--- src/hdl/shacal2_pkg.sv ---
// ----------------------------------------------------------------------------
// SHACAL-2 package
// Word and block types and operation codes shared by the cipher top level and
// its round stage, and the round functions that the stage applies.
// ----------------------------------------------------------------------------
`default_nettype none

package shacal2_pkg;

  localparam int unsigned RoundsDefault = 64;
  localparam int unsigned RoundsMax     = 64;
  localparam int unsigned WordW         = 32;
  localparam int unsigned OpW           = 2;
  localparam int unsigned KeyIndexW     = 6;

  typedef logic [WordW-1:0] word_t;
  // index 0 is word A, index 7 is word H
  typedef word_t [7:0] block_t;

  typedef enum logic [OpW-1:0] {
    OP_LOAD    = 2'd0,
    OP_ENCRYPT = 2'd1,
    OP_DECRYPT = 2'd2,
    OP_IGNORE  = 2'd3
  } op_e;

  typedef struct packed {
    logic valid;
    logic dec;
  } stage_ctrl_t;

  function automatic word_t rotr(input word_t x, input int unsigned n);
    return (x >> n) | (x << (WordW - n));
  endfunction

  function automatic word_t big_sigma0(input word_t x);
    return rotr(x, 2) ^ rotr(x, 13) ^ rotr(x, 22);
  endfunction

  function automatic word_t big_sigma1(input word_t x);
    return rotr(x, 6) ^ rotr(x, 11) ^ rotr(x, 25);
  endfunction

  function automatic word_t ch32(input word_t e, input word_t f, input word_t g);
    return (e & f) ^ (~e & g);
  endfunction

  function automatic word_t maj32(input word_t a, input word_t b, input word_t c);
    return (a & b) ^ (a & c) ^ (b & c);
  endfunction

  function automatic block_t round_fwd(input block_t w, input word_t k);
    word_t  t1;
    word_t  t2;
    block_t r;
    t1   = w[7] + big_sigma1(w[4]) + ch32(w[4], w[5], w[6]) + k;
    t2   = big_sigma0(w[0]) + maj32(w[0], w[1], w[2]);
    r[7] = w[6];
    r[6] = w[5];
    r[5] = w[4];
    r[4] = w[3] + t1;
    r[3] = w[2];
    r[2] = w[1];
    r[1] = w[0];
    r[0] = t1 + t2;
    return r;
  endfunction

  function automatic block_t round_inv(input block_t w, input word_t k);
    word_t  t1;
    word_t  t2;
    block_t r;
    t2   = big_sigma0(w[1]) + maj32(w[1], w[2], w[3]);
    t1   = w[0] - t2;
    r[0] = w[1];
    r[1] = w[2];
    r[2] = w[3];
    r[3] = w[4] - t1;
    r[4] = w[5];
    r[5] = w[6];
    r[6] = w[7];
    r[7] = t1 - big_sigma1(w[5]) - ch32(w[5], w[6], w[7]) - k;
    return r;
  endfunction

endpackage

`default_nettype wire

--- src/hdl/shacal2_stage.sv ---
// ----------------------------------------------------------------------------
// SHACAL-2 round stage
// One registered cipher round, forward or inverse as the beat's direction
// flag selects. Holds while the pipeline stalls.
// ----------------------------------------------------------------------------
`default_nettype none

module shacal2_stage import shacal2_pkg::*; (
  input  wire logic        clk_i,
  input  wire logic        rst_ni,
  input  wire logic        en_i,
  input  wire stage_ctrl_t ctrl_i,
  input  wire block_t      blk_i,
  input  wire word_t       key_i,
  output stage_ctrl_t      ctrl_o,
  output block_t           blk_o
);

  stage_ctrl_t ctrl_q;
  block_t      blk_q;
  block_t      blk_d;

  always_comb begin
    blk_d = ctrl_i.dec ? round_inv(blk_i, key_i) : round_fwd(blk_i, key_i);
  end

  always_ff @(posedge clk_i or negedge rst_ni) begin
    if (!rst_ni) begin
      ctrl_q <= '0;
    end else if (en_i) begin
      ctrl_q <= ctrl_i;
    end
  end

  always_ff @(posedge clk_i) begin
    if (en_i && ctrl_i.valid) begin
      blk_q <= blk_d;
    end
  end

  assign ctrl_o = ctrl_q;
  assign blk_o  = blk_q;

endmodule

`default_nettype wire

--- config.mk ---
export PLATFORM = sky130hd
export DESIGN_NAME = shacal2_stage
export DESIGN_NICKNAME = d
export VERILOG_FILES = /design/src/hdl/shacal2_pkg.sv /design/src/hdl/shacal2_stage.sv
export SDC_FILE = /design/constraint.sdc
export NUM_CORES = 1
export LEC_CHECK = 0
export BUFFER_PORTS_ARGS = -buffer_cell sky130_fd_sc_hd__buf_2
export CAP_MARGIN = 25
export CORE_ASPECT_RATIO = 2
export CORE_UTILIZATION = 58
export CTS_CLUSTER_DIAMETER = 200
export DETAILED_ROUTE_END_ITERATION = 10
export PLACE_DENSITY = 0.87
export SETUP_SLACK_MARGIN = 0.05
export SLEW_MARGIN = 20
export SYNTH_ARGS = -nofsm -noshare
export SYNTH_HDL_FRONTEND = slang
export SYNTH_SLANG_ARGS = --single-unit
--- constraint.sdc ---
create_clock -name clk_i -period 0.8 [get_ports clk_i]
set_input_delay 0.12 -clock clk_i [delete_from_list [all_inputs] [get_ports clk_i]]
set_output_delay 0.12 -clock clk_i [all_outputs]
set_load 0.01 [all_outputs]
==> results.json, run 1 <==
{
  "status": "did not finish",
  "stop_stage": "global routing (5_1_grt)",
  "error": "[ERROR GRT-0116] Global routing finished with congestion. Check the congestion regions in the DRC Viewer.",
  "yosys.area.top_type_share_pct": 27.07,
  "htree_num_levels": 1,
  "synth_area_per_cell_um2": 9.609,
  "synth-seq-area-share_pct": 27.25,
  "synth.most_common_cell": "inv_1",
  "post-place-ws_ps": -5657,
  "synth-seq-cells": 258,
  "io_buffers": 550,
  "netlist_instances": 2955,
  "grtUsageTotal_pct": 91.34,
  "cts_root_buf": "clkbuf_16",
  "cts.sinks": 258,
  "overflow": 2059,
  "synthSimpleGateAreaFrac_pct": 6.764,
  "numCtsBuffers": 23,
  "fp.dieW_um": 158.5,
  "rows": 114,
  "initial_core_util_pct": 58.72,
  "ys_top_cells_by_area": "edfxtp_1 27%, fa_1 13%, xnor2_1 11%",
  "syn_area_mm2": 0.02839,
  "grt_pass1_wl_um": 339900,
  "grt_pass1_vias": 45160,
  "synth-edff-count": 256,
  "synth.top_cells.by_count": "412 x inv_1, 346 x xnor2_1, 256 x edfxtp_1, 211 x o21ai_0",
  "dp_hpwl_um": 113800,
  "ios": 551,
  "grt_max_degree": 55,
  "synthMuxAreaShare_pct": 7.668,
  "synth_compound_gate_area_share_pct": 14.37,
  "synth_top_cell_by_area": "edfxtp_1",
  "synthArstFlopShare_pct": 0.7752,
  "ys.flop_type": "edfxtp_1",
  "synth_top_family_by_area": "adder cells",
  "clk_path_buf_depth": 3,
  "place.gp.congestion": 1.338,
  "yosys.area_share.adder_pct": 22.82,
  "synth_nets": 3625,
  "synth.distinct_cells": 75,
  "ys_warn_count": 0,
  "synth_xor_area_share_pct": 13.47,
  "die_y_um": 314.9
}
kinds of logic after synthesis:
group           Yosys count
compound gates          655
buf+inv                 579
xor+xnor                435
simple gates            420
fa+ha+maj               412
flops                   258
mux                     196
metrics by stage:
step                      hold slack [ps]  cell area (um^2)  cells
after floorplan                    -175.6             29550   2955
after global placement             -93.96             39710   4933
after detailed placement           -84.59             39710   4933
after CTS                          -86.73             43300   5086
metal layers:
| layer | GRT overflow | GRT usage (%) |
|---|---|---|
| met2 | 1422 | 110.7 |
| met1 | 33 | 85.39 |
| met4 | 555 | 99.28 |
| met3 | 44 | 75.15 |
| met5 | 5 | 43.57 |
timing repair:
item                                    CTS
gates resized for setup                 368
endpoints found under the hold margin   108
endpoints found under the setup margin  387
hold buffers                             50
pin swaps                               198
buffers inserted                         69
==> run 2, diff against run 1 <==
--- a/config.mk
+++ b/config.mk
@@ -7,12 +7,9 @@
 export LEC_CHECK = 0
 export BUFFER_PORTS_ARGS = -buffer_cell sky130_fd_sc_hd__buf_2
 export CAP_MARGIN = 25
-export CORE_ASPECT_RATIO = 2
-export CORE_UTILIZATION = 58
-export CTS_CLUSTER_DIAMETER = 200
+export CORE_UTILIZATION = 40
 export DETAILED_ROUTE_END_ITERATION = 10
-export PLACE_DENSITY = 0.87
-export SETUP_SLACK_MARGIN = 0.05
+export PLACE_DENSITY_LB_ADDON = 0.15
 export SLEW_MARGIN = 20
 export SYNTH_ARGS = -nofsm -noshare
 export SYNTH_HDL_FRONTEND = slang
==> results.json, run 2 <==
{
  "synth_area_per_cell_um2": 9.609,
  "cap_violations": 0,
  "grt_pass1_wl_um": 195800,
  "drtIter0Drc": 2335,
  "vias": 28970,
  "drv_slew": 0,
  "cp-end-kind": "flip-flop",
  "final_cell_mix": "1014 x buf_4, 536 x buf_2, 376 x inv_1",
  "drive_gt1_share_pct": 52.05,
  "rsz0062_at_grt": "yes",
  "crit_cells": 33,
  "r2r-start": "ctrl_o[0]",
  "hp-start": "blk_i[197]",
  "cts_tree": "built",
  "slew_headroom_pct": 58.60,
  "dieArea_mm2": 0.07205,
  "grt_pass1_vias": 29540,
  "cp_data_required_time_ps": 1140,
  "netlist_instances": 2955,
  "cp_slowest_cell": "fa_2",
  "routed_wl_um": 139700,
  "syn_to_final_growth_pct": 61.02,
  "whs_ps": -40.09,
  "htree_num_levels": 1,
  "worstSetupPathType": "in -> reg",
  "clk_path_buf_depth": 3,
  "overflow": 0,
  "via_per_inst": 5.260,
  "hold_buffers": 59,
  "numCtsBuffers": 28,
  "clk_pin_slew_worst_paths_ps": 60,
  "antenna_left": 0,
  "fp.dieW_um": 268.4,
  "path_buf_inv": 5,
  "core_area_mm2": 0.07015,
  "hold_path.class": "in -> reg",
  "setup_violations": 399,
  "dp.cells": 5294,
  "post-route-util_pct": 65.17,
  "synth-edff-count": 256,
  "worst_slack_ps": -4811,
  "place.gp.congestion": 0.9850,
  "status": "finished, violations left",
  "die_y_um": 268.4,
  "violations": "hold timing, setup timing",
  "cts.sinks": 258,
  "regToRegEndpoint": "ctrl_o[0]",
  "clock_skew_ps": 0,
  "ys_warn_count": 0,
  "yosys.area.top_type_share_pct": 27.07,
  "setup_tns_ps": -588840,
  "final_nets": 5214,
  "first_pass_iters": 6,
  "r2r_slack_ps": 50,
  "ys_top_cells_by_area": "edfxtp_1 27%, fa_1 13%, xnor2_1 11%",
  "clock_latency_ps": 590,
  "crit_path_max_incr_delay_ps": 630,
  "dp_hpwl_um": 117000,
  "cp-start-kind": "input port",
  "grtUsageTotal_pct": 37.84,
  "ios": 551,
  "cts_root_buf": "clkbuf_16",
  "largest_reg_flops": 256,
  "synth-seq-cells": 258,
  "synth.top_cells.by_count": "412 x inv_1, 346 x xnor2_1, 256 x edfxtp_1, 211 x o21ai_0",
  "stdcell_count": 5507,
  "synth.most_common_cell": "inv_1",
  "fmax_ghz": 0.1782,
  "worstMarginPinSlew_ps": 616.6,
  "crit_path_start": "blk_i[64]",
  "final_common_cell": "buf_4",
  "grt_max_degree": 30,
  "drc": 0,
  "crit_path_end": "blk_o[254]",
  "initial_core_util_pct": 40.48,
  "rows": 97,
  "synthArstFlopShare_pct": 0.7752,
  "worst-r2r-cell-count": 1,
  "avgRoutedWirePerCell_um": 25.37,
  "period_minus_slack_ps": 5611,
  "io_buffers": 550,
  "min_period_over_period_pct": 701.4,
  "synth.distinct_cells": 75,
  "path_delay_family": "compound AO/OA/AOI/OAI gates",
  "path_max_fanout": 3,
  "antenna_found_initial": 4,
  "crit_arrival_ps": 5950,
  "syn_area_mm2": 0.02839,
  "ys.flop_type": "edfxtp_1",
  "synth_top_cell_by_area": "edfxtp_1",
  "synth_nets": 3625,
  "synth-seq-area-share_pct": 27.25,
  "final-hold-violation-count": 23
}
run 2: logic make-up after synthesis:
group	share of synthesized area, %
XOR/XNOR	13.47
AO/OA/AOI/OAI	14.37
flip-flops	27.25
multiplexers	7.668
adder cells (fa/ha/maj)	22.82
buffers and inverters	7.668
AND/OR/NAND/NOR	6.764
run 2: per-layer routing:
layer / part of all wire [%] / vias to the layer above / track usage [%]
met2: 46 / 1260 / 60.95
met1: 43 / 14290 / 51.74
met3: 5.9 / 260 / 3.735
met5: 0.015 / - / 0
met4: 4.8 / 4 / 16.39
li1: - / 13160 / -
run 2: layout make-up:
cell class                 count  area (um^2)
clock inverter                18        110.1
antenna                        4        10.01
tap                          940         1176
inverter                     419         1575
multi-input combinational   2118        22030
clock buffer                  31        733.2
fill                        5686        24430
sequential                   258         7737
timing repair buffer        1719        12350
run 2: worst min-delay path by stage:
stage | cells after the start | endpoint
floorplan | 0 | ctrl_o[0]
global placement | 1 | ctrl_o[0]
detailed placement | 1 | ctrl_o[0]
CTS | 3 | blk_o[241]
global route | 3 | blk_o[241]
finish | 3 | blk_o[229]
run 2: stage by stage:
step	area (um^2)	worst slack [ps]
final	45720	-4811
after global routing	45710	-5013
after CTS	44680	-4668
after detailed placement	40510	-5684
after global placement	40510	-5565
after floorplan	29550	-4733
run 2: tightest hold or removal path: stages:
cell and delay, ps:
buf_2 90, buf_4 110, mux2_2 140
run 2: timing repair:
item | in CTS | in global routing
resized for setup | 460 | 154
pin swaps | 257 | 185
endpoints found under the hold margin | 125 | 20
endpoints found under the setup margin | 386 | 401
buffers inserted | 85 | 44
Power of run 2 is not shown: default switching activity piles up to over one toggle a cycle in this logic, so the estimate is an artifact.
==> run 3, diff against run 2 <==
--- a/config.mk
+++ b/config.mk
@@ -8,8 +8,10 @@
 export BUFFER_PORTS_ARGS = -buffer_cell sky130_fd_sc_hd__buf_2
 export CAP_MARGIN = 25
 export CORE_UTILIZATION = 40
+export CTS_CLUSTER_DIAMETER = 100
 export DETAILED_ROUTE_END_ITERATION = 10
 export PLACE_DENSITY_LB_ADDON = 0.15
+export RECOVER_POWER = 100
 export SLEW_MARGIN = 20
 export SYNTH_ARGS = -nofsm -noshare
 export SYNTH_HDL_FRONTEND = slang
==> results.json, run 3 (synthesis results as in run 2) <==
{
  "status": "finished, violations left",
  "violations": "hold timing, setup timing",
  "final_cell_mix": "1012 x buf_4, 536 x buf_2, 376 x inv_1",
  "drive_gt1_share_pct": 52.03,
  "cap_violations": 0,
  "drc": 0,
  "grtUsageTotal_pct": 37.84,
  "via_per_inst": 5.250,
  "clk_path_buf_depth": 3,
  "worstSetupPathType": "in -> reg",
  "cp-end-kind": "flip-flop",
  "slew_headroom_pct": 55.08,
  "period_minus_slack_ps": 5592,
  "drv_slew": 0,
  "drtIter0Drc": 2286,
  "fmax_ghz": 0.1788,
  "cts_root_buf": "clkbuf_16",
  "cp_slowest_cell": "fa_2",
  "avgRoutedWirePerCell_um": 25.36,
  "antenna_found_initial": 4,
  "clock_skew_ps": 0,
  "syn_to_final_growth_pct": 60.77,
  "cp-start-kind": "input port",
  "final_common_cell": "buf_4",
  "crit_arrival_ps": 5930,
  "overflow": 0,
  "rows": 97,
  "routed_wl_um": 139600,
  "io_buffers": 550,
  "hold_buffers": 59,
  "hold_path.class": "in -> reg",
  "stdcell_count": 5505,
  "fp.dieW_um": 268.4,
  "path_max_fanout": 3,
  "place.gp.congestion": 0.9850,
  "final_nets": 5214,
  "whs_ps": -39.02,
  "ios": 551,
  "worstMarginPinSlew_ps": 673.8,
  "setup_violations": 765,
  "numCtsBuffers": 28,
  "dp_hpwl_um": 117000,
  "antenna_left": 0,
  "first_pass_iters": 5,
  "rsz0062_at_grt": "yes",
  "die_y_um": 268.4,
  "cts.sinks": 258,
  "htree_num_levels": 1,
  "worst_slack_ps": -4792,
  "final-hold-violation-count": 24,
  "cp_data_required_time_ps": 1140,
  "vias": 28900,
  "dp.cells": 5294,
  "dieArea_mm2": 0.07205,
  "grt_max_degree": 30,
  "grt_pass1_wl_um": 195800,
  "cts_tree": "built",
  "clock_latency_ps": 590,
  "num-fill-cells": 5693,
  "largest_reg_flops": 256,
  "clk_pin_slew_worst_paths_ps": 60,
  "core_area_mm2": 0.07015,
  "crit_path_max_incr_delay_ps": 630,
  "initial_core_util_pct": 40.48,
  "grt_pass1_vias": 29540,
  "min_period_over_period_pct": 699.0
}
## run 3: layout make-up
cell class,instances,area (um^2),area share [%]
antenna,2,5.005,0.01096
clock buffer,31,733.2,1.606
clock inverter,18,110.1,0.2412
inverter,419,1575,3.451
multi-input combinational,2118,22020,48.25
sequential,258,7737,16.95
tap,940,1176,2.576
timing repair buffer,1719,12290,26.92
## run 3: per-stage QoR
| stage | area [um^2] | TNS, ps | setup slack, ps | utilization, % |
|---|---|---|---|---|
| after floorplan | 29550 | -930930 | -4733 | - |
| after global placement | 40510 | -690280 | -5565 | 57.75 |
| after detailed placement | 40510 | -694680 | -5684 | 57.75 |
| after CTS | 44680 | -581920 | -4668 | 63.70 |
| after global routing | 45650 | -694610 | -5013 | 65.07 |
| final | 45650 | -657410 | -4792 | 65.07 |
## run 3: timing repair
item / CTS / global route
endpoints found under the setup margin: 386 / 401
resized for setup: 460 / 154
setup buffers: 85 / 44
cloned: 0 / 0
pin swaps: 257 / 185
endpoints found under the hold margin: 125 / 20
## run 3: path summary, 6_finish.rpt
kind | startpoint | to | slack [ps] | cells after the start
worst max-delay path | blk_i[64] | blk_o[254] | -4790 | 33
worst min-delay path | blk_i[197] | blk_o[229] | -40 | 3
worst max register to register | ctrl_o[0] | ctrl_o[0] | 50 | 1
worst min register to register | ctrl_o[1] | ctrl_o[1] | 510 | 1
max in group asynchronous | rst_ni | ctrl_o[1] | 270 | 3
min in group asynchronous | rst_ni | ctrl_o[0] | 400 | 3
## run 3: critical path: cells and delay by family
kind | cells | cell delay (ps)
AO/OA/AOI/OAI | 16 | 2520
XOR/XNOR | 2 | 280
adder cells (fa/ha/maj) | 6 | 1980
buffers and inverters | 5 | 510
multiplexers | 1 | 260
AND/OR/NAND/NOR | 3 | 240
## run 3: per-layer routing
layer  up-vias  GRT usage [%]  share of wire, %
met5         -              0             0.015
met4         4          16.39               4.9
met3       263          3.735               6.1
met2      1248          60.95                46
met1     14230          51.74                43
li1      13160              -                 -
Power of run 3 is left out for the same reason.
